<file path="config.mk">
export PLATFORM = sky130hd
export DESIGN_NAME = echoing_line_editor
export DESIGN_NICKNAME = d
export VERILOG_FILES = /design/src/hw/rtl/ele_pkg.sv /design/src/hw/rtl/ele_front.sv /design/src/hw/rtl/ele_emit.sv /design/src/hw/rtl/echoing_line_editor.sv
export SDC_FILE = /design/constraint.sdc
export NUM_CORES = 1
export LEC_CHECK = 0
export BUFFER_PORTS_ARGS = -buffer_cell sky130_fd_sc_hd__buf_2
export CELL_PAD_IN_SITES_DETAIL_PLACEMENT = 1
export CELL_PAD_IN_SITES_GLOBAL_PLACEMENT = 1
export CORE_ASPECT_RATIO = 0.75
export CORE_MARGIN = 2
export CORE_UTILIZATION = 60
export DETAILED_ROUTE_END_ITERATION = 12
export PLACE_DENSITY = 0.93
export SLEW_MARGIN = 20
export SYNTH_ARGS = -nofsm -noshare
export SYNTH_HDL_FRONTEND = slang
export SYNTH_SLANG_ARGS = --single-unit
</file>
<file path="constraint.sdc">
create_clock -name clk -period 9.3 [get_ports clk]
set_input_delay 1.86 -clock clk [delete_from_list [all_inputs] [get_ports clk]]
set_output_delay 1.86 -clock clk [all_outputs]
set_load 0.1 [all_outputs]
</file>
<file path="src/hw/rtl/ele_pkg.sv">
// ----------------------------------------------------------------------------
// ele_pkg
// Request and result types, character codes and the internal plan record
// shared by the line editor modules.
// ----------------------------------------------------------------------------
package ele_pkg;

  // Character codes
  localparam logic [7:0] CH_BS    = 8'h08;
  localparam logic [7:0] CH_DEL   = 8'h7F;
  localparam logic [7:0] CH_CR    = 8'h0D;
  localparam logic [7:0] CH_LF    = 8'h0A;
  localparam logic [7:0] CH_SP    = 8'h20;
  localparam logic [7:0] PRINT_LO = 8'd32;
  localparam logic [7:0] PRINT_HI = 8'd126;

  // Reset value of the line limit register
  localparam logic [7:0] LIMIT_RST = 8'd128;

  // Request modes and result kinds
  localparam logic MODE_RX   = 1'b0;
  localparam logic MODE_READ = 1'b1;
  localparam logic KIND_ECHO = 1'b0;
  localparam logic KIND_READ = 1'b1;

  typedef struct packed {
    logic       mode;
    logic [7:0] rx_char;
    logic [6:0] read_index;
  } in_t;

  typedef struct packed {
    logic       kind;
    logic [7:0] out_char;
    logic       line_done;
    logic [6:0] line_length;
    logic       last;
  } out_t;

  // What the emitter has to send for one request
  typedef enum logic [1:0] {
    PL_CHAR,   // echo of one stored character
    PL_EOL,    // CR LF with line length
    PL_ERASE,  // BS SP BS
    PL_READ    // one read data result
  } plan_kind_t;

  typedef struct packed {
    plan_kind_t pk;
    logic [7:0] ch;
    logic [6:0] len;
    logic       rd_hit;
  } plan_t;

endpackage

</file>
<file path="src/hw/rtl/ele_front.sv">
// ----------------------------------------------------------------------------
// ele_front
// Request decode, line state, line store and the plan register that hands
// each request's work to the emitter.
// ----------------------------------------------------------------------------
module ele_front #(
  parameter int LINE_DEPTH = 128
) (
  input  logic             clk,
  input  logic             rst_n,
  input  logic             in_valid,
  output logic             in_stall,
  input  ele_pkg::in_t     in_data,
  input  logic             cfg_we,
  input  logic [7:0]       cfg_wdata,
  output logic             plan_valid,
  output ele_pkg::plan_t   plan,
  output logic [7:0]       rd_data,
  input  logic             plan_take
);

  localparam int AW     = $clog2(LINE_DEPTH);
  localparam int CapMax = (LINE_DEPTH - 1 < 127) ? LINE_DEPTH - 1 : 127;

  logic [7:0]           line_limit_r;
  logic [6:0]           count_r, count_nxt;
  logic [6:0]           done_len_r, done_len_nxt;
  logic                 plan_valid_r, plan_valid_nxt;
  ele_pkg::plan_t       plan_r, plan_nxt;
  logic [7:0]           mem [LINE_DEPTH];
  logic [7:0]           rd_q;

  logic                 accept;
  logic [7:0]           cap;
  logic                 below_cap;
  logic                 wr_en, rd_en;
  logic [AW+6:0]        wr_wide, rd_wide;
  logic [AW-1:0]        wr_addr, rd_addr;

  assign in_stall = plan_valid_r && !plan_take;
  assign accept   = in_valid && !in_stall;

  // Effective capacity: min(limit - 1, store depth - 1, 127)
  always_comb begin
    cap = (line_limit_r == 8'd0) ? 8'd0 : line_limit_r - 8'd1;
    if (cap > 8'(CapMax)) begin
      cap = 8'(CapMax);
    end
  end
  assign below_cap = {1'b0, count_r} < cap;

  // Store addresses from the 7-bit count and index
  assign wr_wide = {{AW{1'b0}}, count_r};
  assign rd_wide = {{AW{1'b0}}, in_data.read_index};
  assign wr_addr = wr_wide[AW-1:0];
  assign rd_addr = rd_wide[AW-1:0];

  // Decode of the accepted request
  always_comb begin
    count_nxt      = count_r;
    done_len_nxt   = done_len_r;
    plan_nxt       = plan_r;
    plan_valid_nxt = plan_take ? 1'b0 : plan_valid_r;
    wr_en          = 1'b0;
    rd_en          = 1'b0;
    if (accept) begin
      if (in_data.mode == ele_pkg::MODE_READ) begin
        rd_en          = 1'b1;
        plan_valid_nxt = 1'b1;
        plan_nxt.pk    = ele_pkg::PL_READ;
        plan_nxt.rd_hit = in_data.read_index < done_len_r;
      end else begin
        case (in_data.rx_char)
          ele_pkg::CH_CR, ele_pkg::CH_LF: begin
            plan_valid_nxt = 1'b1;
            plan_nxt.pk    = ele_pkg::PL_EOL;
            plan_nxt.len   = count_r;
            done_len_nxt   = count_r;
            count_nxt      = 7'd0;
          end
          ele_pkg::CH_BS, ele_pkg::CH_DEL: begin
            if (count_r != 7'd0) begin
              plan_valid_nxt = 1'b1;
              plan_nxt.pk    = ele_pkg::PL_ERASE;
              count_nxt      = count_r - 7'd1;
            end
          end
          default: begin
            if (in_data.rx_char inside {[ele_pkg::PRINT_LO:ele_pkg::PRINT_HI]}
                && below_cap) begin
              wr_en          = 1'b1;
              plan_valid_nxt = 1'b1;
              plan_nxt.pk    = ele_pkg::PL_CHAR;
              plan_nxt.ch    = in_data.rx_char;
              count_nxt      = count_r + 7'd1;
            end
          end
        endcase
      end
    end
  end

  // Control state
  always_ff @(posedge clk) begin
    if (!rst_n) begin
      line_limit_r <= ele_pkg::LIMIT_RST;
      count_r      <= 7'd0;
      done_len_r   <= 7'd0;
      plan_valid_r <= 1'b0;
    end else begin
      if (cfg_we) begin
        line_limit_r <= cfg_wdata;
      end
      count_r      <= count_nxt;
      done_len_r   <= done_len_nxt;
      plan_valid_r <= plan_valid_nxt;
    end
  end

  // Plan payload
  always_ff @(posedge clk) begin
    plan_r <= plan_nxt;
  end

  // Line store: one write, one registered read
  always_ff @(posedge clk) begin
    if (wr_en) begin
      mem[wr_addr] <= in_data.rx_char;
    end
    if (rd_en) begin
      rd_q <= mem[rd_addr];
    end
  end

  assign plan_valid = plan_valid_r;
  assign plan       = plan_r;
  assign rd_data    = rd_q;

endmodule

</file>
<file path="src/hw/rtl/ele_emit.sv">
// ----------------------------------------------------------------------------
// ele_emit
// Steps through the results of one plan, one per cycle while the result
// port is not stalled, into the result register.
// ----------------------------------------------------------------------------
module ele_emit (
  input  logic             clk,
  input  logic             rst_n,
  input  logic             plan_valid,
  input  ele_pkg::plan_t   plan,
  input  logic [7:0]       rd_data,
  output logic             plan_take,
  output logic             out_valid,
  input  logic             out_stall,
  output ele_pkg::out_t    out_data
);

  logic [1:0]     step_r, step_nxt;
  logic           out_valid_r, out_valid_nxt;
  ele_pkg::out_t  out_data_r, res;
  logic           load;
  logic           is_last;

  assign load = plan_valid && (!out_valid_r || !out_stall);

  // Result for the current step
  always_comb begin
    res             = '0;
    res.kind        = ele_pkg::KIND_ECHO;
    is_last         = 1'b1;
    case (plan.pk)
      ele_pkg::PL_CHAR: begin
        res.out_char = plan.ch;
      end
      ele_pkg::PL_EOL: begin
        is_last = (step_r == 2'd1);
        if (is_last) begin
          res.out_char    = ele_pkg::CH_LF;
          res.line_done   = 1'b1;
          res.line_length = plan.len;
        end else begin
          res.out_char = ele_pkg::CH_CR;
        end
      end
      ele_pkg::PL_ERASE: begin
        is_last      = (step_r == 2'd2);
        res.out_char = (step_r == 2'd1) ? ele_pkg::CH_SP : ele_pkg::CH_BS;
      end
      ele_pkg::PL_READ: begin
        res.kind     = ele_pkg::KIND_READ;
        res.out_char = plan.rd_hit ? rd_data : 8'd0;
      end
      default: begin
        res.out_char = 8'd0;
      end
    endcase
    res.last = is_last;
  end

  assign plan_take = load && is_last;

  // Step counter and result valid
  always_comb begin
    step_nxt      = step_r;
    out_valid_nxt = out_valid_r && out_stall;
    if (load) begin
      out_valid_nxt = 1'b1;
      step_nxt      = is_last ? 2'd0 : step_r + 2'd1;
    end
  end

  always_ff @(posedge clk) begin
    if (!rst_n) begin
      step_r      <= 2'd0;
      out_valid_r <= 1'b0;
    end else begin
      step_r      <= step_nxt;
      out_valid_r <= out_valid_nxt;
    end
  end

  // Result payload
  always_ff @(posedge clk) begin
    if (load) begin
      out_data_r <= res;
    end
  end

  assign out_valid = out_valid_r;
  assign out_data  = out_data_r;

endmodule

</file>
<file path="src/hw/rtl/echoing_line_editor.sv">
// ----------------------------------------------------------------------------
// echoing_line_editor
// Terminal line editor: stores received characters in a line buffer, emits
// the echo characters and serves reads of the last completed line.
//
// Input channel (in_valid/in_stall/in_data): one request per received byte
// (mode 0) or per line read (mode 1). Result channel (out_*): echo bytes
// and read data, last set on the final result of a request. cfg_we/cfg_wdata
// write the line limit; write it only while the block is idle.
// Pipeline: two register stages, the plan register and then the result
// register; a request's first result reaches the result port through both.
// Throughput: one request per cycle while out_stall is low, for requests
// with at most one result; a request with n results (CR/LF: 2, erase: 3)
// holds the emitter while the output register takes them one per cycle.
// Reset: line empty, completed length zero, line limit 128, no result
// pending. The line store is not cleared; reads past the completed length
// return zero. When out_stall is high the result holds and in_stall rises
// as soon as the plan register is occupied.
// ----------------------------------------------------------------------------
module echoing_line_editor #(
  parameter int LINE_DEPTH = 128
) (
  input  logic           clk,
  input  logic           rst_n,
  input  logic           in_valid,
  output logic           in_stall,
  input  ele_pkg::in_t   in_data,
  output logic           out_valid,
  input  logic           out_stall,
  output ele_pkg::out_t  out_data,
  input  logic           cfg_we,
  input  logic [7:0]     cfg_wdata
);

  logic            plan_valid;
  ele_pkg::plan_t  plan;
  logic [7:0]      rd_data;
  logic            plan_take;

  // Decode, line state and store
  ele_front #(
    .LINE_DEPTH (LINE_DEPTH)
  ) u_front (
    .clk        (clk),
    .rst_n      (rst_n),
    .in_valid   (in_valid),
    .in_stall   (in_stall),
    .in_data    (in_data),
    .cfg_we     (cfg_we),
    .cfg_wdata  (cfg_wdata),
    .plan_valid (plan_valid),
    .plan       (plan),
    .rd_data    (rd_data),
    .plan_take  (plan_take)
  );

  // Result sequencing
  ele_emit u_emit (
    .clk        (clk),
    .rst_n      (rst_n),
    .plan_valid (plan_valid),
    .plan       (plan),
    .rd_data    (rd_data),
    .plan_take  (plan_take),
    .out_valid  (out_valid),
    .out_stall  (out_stall),
    .out_data   (out_data)
  );

endmodule

</file>
# --- Yosys cells after proc, flatten, opt, wreduce, memory -nomap -nowiden ---
# Memory sizes are Yosys's and may differ from the RTL's. A register that Yosys moved wholly into a read port is not among the register bits.
# Cells that the tools add are included.
classes:
  reduce_logical: 26
  magnitude_cmp: 5
  add_sub_neg: 4
  mux: 31
  eq_ne: 11
  n_bitwise: 2
ops:
  columns: ["cell", "count"]
  rows:
  - ["$mux W8", 4]
  - ["$pmux W8 S4", 1]
  - ["$eq A8 B4 Y1 const B", 3]
  - ["$mux W1", 15]
  - ["$mux W7", 2]
  - ["$pmux W7 S2", 1]
  - ["$mux W10", 1]
  - ["$eq A8 B7 Y1 const B", 1]
  - ["$ge A8 B6 Y1 const B", 1]
  - ["$gt A8 B7 Y1 const B", 1]
  - ["$le A8 B7 Y1 const B", 1]
  - ["$logic_not A8 Y1", 1]
  - ["$lt A7 B8 Y1", 1]
  - ["$reduce_and A4 Y1", 2]
  - ["$sub A8 B1 Y8 const B", 1]
  - ["$add A7 B1 Y7 const B", 1]
  - ["$logic_and A1 B1 Y1", 7]
  - ["$lt A7 B7 Y1", 1]
  - ["$reduce_bool A7 Y1", 1]
  - ["$sub A7 B1 Y7 const B", 1]
  - ["$eq A2 B2 Y1 const B", 3]
  - ["$mux W6", 1]
  - ["$reduce_and A3 Y1", 2]
  - ["$eq A2 B1 Y1 const B", 2]
  - ["16 further kinds", 24]
word_totals:
  elab_cells: 95
  memories: 1
  regBits: 62
  mem_bits_rw: 1024
  out_inout_bits: 20
  inputBits: 29
mem_list:
  columns: ["memory", "words", "width", "rd", "rd_ports_with_merged_regs", "wr", "line", "text"]
  rows:
  - ["u_front.mem", 128, 8, 1, 1, 1, "ele_front.sv:30", "logic [7:0] mem [LINE_DEPTH];"]

# --- Logic depth before layout (Yosys ltp) ---
depth:
  ltp_word: 12
  mapped_depth: 14
  ltp_nobuf: 13

# --- By module ---
# Synthesis repeated with hierarchy kept, for this count alone.
hier_totals:
  cells_unflattened: 2213
  area_unflattened_um2: 42926.2
by_module_without_submodules:
  columns: ["mod", "seq_area_each_um2", "area_per_inst_um2", "instances", "cells_per_inst"]
  rows:
  - ["ele_front", 31990.7, 41906.4, 1, 2130]
  - ["ele_emit", 600.6, 1019.7, 1, 83]

# --- Least setup slack after synthesis ---
# Ideal clock, no wire load.
synth_path:
  path_type: "input to output"
  start: "in out_stall"
  end: "out in_stall"
  setup_slack_ns: 4.698
  required_ns: 7.440
  path_buffers: 0
  arrival_time_ns: 2.742
  cell_stages: 3
  cell_sequence: "a32oi_1 > nand2b_1 > inv_1"
synth_via:
  elab_chain_len: 6
synth_rtl:
  columns: ["item", "line", "text"]
  rows:
  - ["start, declared", "echoing_line_editor.sv:29", "input logic out_stall,"]
  - ["$logic_not A1 Y1", "ele_emit.sv:24", "assign load = plan_valid && (!out_valid_r || !out_stall);"]
  - ["$logic_or A1 B1 Y1", "ele_emit.sv:24", null]
  - ["$logic_and A1 B1 Y1", "ele_emit.sv:24", null]
  - ["$logic_and A1 B1 Y1", "ele_emit.sv:60", "assign plan_take = load && is_last;"]
  - ["$logic_not A1 Y1", "ele_front.sv:40", "assign in_stall = plan_valid_r && !plan_take;"]
  - ["$logic_and A1 B1 Y1", "ele_front.sv:40", null]
  - ["end, declared", "echoing_line_editor.sv:26", "output logic in_stall,"]
# Every way passes these cells.

# --- Worst setup path in the final report ---
layout_path:
  start: "reg u_front.line_limit_r[2]"
  end: "mem u_front.mem[83][6] (enable)"
layout_via:
  elab_chain_len: 12
layout_rtl:
  columns: ["item", "line", "text"]
  rows:
  - ["start, declared", "ele_front.sv:25", "logic [7:0] line_limit_r;"]
  - ["start signal, assigned", "ele_front.sv:106", "line_limit_r <= ele_pkg::LIMIT_RST;"]
  - ["start signal, assigned", "ele_front.sv:112", "line_limit_r <= cfg_wdata;"]
  - ["$sub A8 B1 Y8 or $logic_not A8 Y1 (tied branches)", "ele_front.sv:45", "cap = (line_limit_r == 8'd0) ? 8'd0 : line_limit_r - 8'd1;"]
  - ["$mux W8 *", "ele_front.sv:45", null]
  - ["$gt A8 B7 Y1", "ele_front.sv:46", "if (cap > 8'(CapMax)) begin"]
  - ["$mux W8 *", "ele_front.sv:46", null]
  - ["$lt A7 B8 Y1 *", "ele_front.sv:50", "assign below_cap = {1'b0, count_r} < cap;"]
  - ["$logic_and A1 B1 Y1 *", "ele_front.sv:90", "&& below_cap) begin"]
  - ["$mux W1 *", "ele_front.sv:89", "if (in_data.rx_char inside {[ele_pkg::PRINT_LO:ele_pkg::PRINT_HI]}"]
  - ["$mux W1 *", "ele_front.sv:73", "case (in_data.rx_char)"]
  - ["$mux W1 *", "ele_front.sv:67", "if (in_data.mode == ele_pkg::MODE_READ) begin"]
  - ["$mux W1 *", "ele_front.sv:66", "if (accept) begin"]
  - ["$mux W1 *", "ele_front.sv:127", "if (wr_en) begin"]
  - ["$mux W1 (implied by the code) *", "ele_front.sv:128", "mem[wr_addr] <= in_data.rx_char;"]
  - ["end, declared", "ele_front.sv:30", null]
# Every way passes the cells marked *; elsewhere a longest branch is shown, timed or not.

==> qor.yml <==
run:
  max-cap-violations: 0
place:
  port_buffers: 48
  dp_hpwl_um: 73900
  gp_congestion: 0.905
grt:
  grt_pass1_vias: 25331
  grt_pass1_wl_um: 192000
  grt-busiest-layer: "met2"
  antenna_found_initial: 9
  grt.overflow.total: 0
  gr-usage-met1_pct: 48.1
  grt_util_met3_pct: 9.67
  grtUsageMet2_pct: 58.6
  grt_max_degree: 133
  grt_use_total_pct: 37.0
floorplanning:
  core_area_mm2: 0.0704
  initial_utilization_pct: 61.0
  row_count: 84
  dieHeight_um: 236
  die_x_um: 313
  die_area_mm2: 0.0738
  ios: 49
power_and_ir_drop:
  power.density_mw_per_mm2: 211
  max-vdd-ir-drop_uv: 191
  cellLeakagePower_nw: 14.9
  finalPower_w: 0.00995
timing:
  fin_crit_sh_pct: 72.7
  fmax_mhz: 148
  grt_setup_unrepaired: "false"
  setup_viol: 0
  fin_skew_ps: 48.0
  min_period_ps: 6760
  tns_ps: 0
  hold_viol: 0
  slew_violations: 0
  worst_slew_pin_slew_ps: 1150
  maxSlewHeadroom_pct: 23.1
setup_path:
  regToRegSetupSlack_ps: 2540
  cp-end-kind: "flip-flop"
  worstPathRequired_ps: 9620
  startpoint: "u_front.line_limit_r[2]$_SDFFE_PN0P_"
  crit_path_top_delay_cell: "nor2_1"
  startpoint_type: "flip-flop"
  worst_r2r_endpoint: "u_front.mem[83][6]$_DFFE_PP_"
  arrival_ps: 7080
  worstSetupPathType: "flip-flop to flip-flop"
  cpPeakStageDelay_ps: 1190
  crit_fanout: 16
  path_cells: "or4_1 > nor4_1 > xnor2_1 > o21ai_0 > ha_1 > a211oi_2 > a31oi_2 > nor3_2 > nand4b_2 > nor2_1"
  r2r-start: "u_front.line_limit_r[2]$_SDFFE_PN0P_"
  reg2reg_depth: 10
route:
  num_vias: 24656
  drt_wl_total_um: 135000
  drt_iter0_drc: 4241
  drc: 0
  first_pass_iters: 7
  via_per_inst: 7.49
  wire_per_inst_um: 40.9
  drtAntennaViolNets: 0
synthesis:
  synth-seq-cells: 1094
  synth.distinct_cells: 63
  synth.cell_area_mm2: 0.0430
  ys.flop_type: "edfxtp_1"
  syn-instance-count: 2207
  synth_edf_count: 1068
  seq_area_frac_synth_pct: 75.9
  synthArstFlopShare_pct: 0
  synthesis.nets: 2262
  syn_avg_cell_area_um2: 19.5
  ys_warn_count: 0
worst_hold_path:
  hold_end: "u_emit.out_data[3]$_SDFFCE_PN0P_"
  min_path_type: "flip-flop to flip-flop"
  hold_depth: 1
  min_from: "u_front.plan[3]$_DFFE_PP_"
clocking:
  cts_setup_buffers: 0
  ctsHoldBuffers: 0
  cts_tree: "yes"
  root_buffer: "clkbuf_16"
  cts_inserted_buffers: 96
  clkTransAtPathRegs_ps: 70
  clockBufferDepth: 3
  post_cts_resized: 0
  clock_latency_ps: 710
  cts.sinks: 1094
  cts_htree_levels: 3
run_status:
  status: "complete, no violations"
cells_and_area:
  mostFrequentLayoutCell: "edfxtp_1"
  post-route-util_pct: 67.0
  layout-drive-gt1-share_pct: 21.3
  num-fill-cells: 5648
  multiInputGateArea_mm2: 0.00975
  most-common-layout-cells: "1068 x edfxtp_1, 192 x mux4_2, 173 x nor2_1, 97 x clkbuf_16, 81 x a22oi_1"
  seq_area_mm2: 0.0326
  area_growth_pct: 9.76
  fin_nets: 2320
## worst max-delay path, delay by kind of cell (launching register included)
kind	cells	cell delay (ps)
DFF	1	370
AOI/OAI and AO/OA	3	1140
and+or+nand+nor	5	4220
adders and majority gates	1	260
xor gates and xnor gates	1	360
## metal layers
layer	part of all wire, %	routed length (um)
met2	48	64000
met3	13	17400
met4	6.2	8320
met5	0.040	54
met1	33	44700
## cell type report
class / instances / share of cell area [%]
tap: 946 / 2.51
timing repair buffer: 83 / 1.23
multi-input combinational: 964 / 20.7
antenna: 3 / 0.0159
clock buffer: 110 / 5.25
sequential: 1094 / 69.1
inverter: 26 / 0.207
clock inverter: 66 / 0.985
## cell usage after synthesis (all sizes together) (2+ instances only)
cell type,number,share of area [%]
a21oi,36,0.45
xor2,4,0.082
clkbuf,60,0.52
a211oi,2,0.035
a22oi,81,1.4
edfxtp,1068,75
buf,63,0.75
inv,26,0.23
nand3b,3,0.052
nand4b,2,0.055
nand3,16,0.19
a2111oi,2,0.041
dfxtp,26,1.2
nor2,175,1.5
o221ai,24,0.49
nor4,3,0.058
a221o,16,0.37
a21o,7,0.12
mux2,64,1.7
or2,4,0.058
and2,4,0.058
nor2b,13,0.19
and3,9,0.13
a22o,16,0.33
nand2b,5,0.073
o211ai,4,0.070
o31ai,3,0.052
nor3,15,0.20
mux4,192,10
o21a,4,0.073
ha,25,0.73
nand2,34,0.30
o22ai,25,0.36
nand4,4,0.058
o21bai,2,0.035
a221oi,16,0.33
or4,7,0.13
xnor2,4,0.082
o21ai,53,0.62
a31oi,2,0.044
mux2i,78,1.8
## stage by stage
step	instance area, um^2	hold WS, ps	setup WS (ps)	std cells
5_1_grt	47100	593	2740	3289
3_5_place_dp	44200	497	3060	3113
4_1_cts	47100	572	3040	3289
6_report	47100	578	2540	3292
3_3_place_gp	44200	479	3490	3111
2_1_floorplan	43000	454	4700	2207
## power breakdown
group,internal [W],total (W),switching (W)
clock,0.00203,0.00394,0.00191
sequential,0.00542,0.00543,0.0000147
combinational,0.000165,0.000572,0.000407
## flip-flops by register name, indices dropped and copies added, names as in the netlist
name and cells:
u_emit.step_r 2, u_front.plan_valid 1, u_front.mem 1024, u_front.plan 18
u_front.line_limit_r 8, u_front.count_r 7, u_front.done_len_r 7, u_emit.out_data 18
u_emit.out_valid 1, u_front.rd_data 8
## how the worst max path moves through the flow
stage / endpoint / slack (ps) / depth (start not counted)
2_1_floorplan: in_stall / 4700 / 3
3_3_place_gp: u_front.mem[99][0]$_DFFE_PP_ / 3490 / 7
3_5_place_dp: u_front.mem[83][6]$_DFFE_PP_ / 3060 / 7
4_1_cts: u_front.mem[83][4]$_DFFE_PP_ / 3040 / 11
5_1_grt: u_front.mem[83][6]$_DFFE_PP_ / 2740 / 10
6_report: u_front.mem[83][6]$_DFFE_PP_ / 2540 / 10
## kinds of logic after synthesis
logic type,synth area share [%]
AO/OA/AOI/OAI,4.93
XOR/XNOR,0.163
adder cells (fa/ha/maj),0.775
buffers and inverters,1.50
flip-flops,75.9
multiplexers,13.6
AND/OR/NAND/NOR,3.19
(Power assumes the default switching activity.)
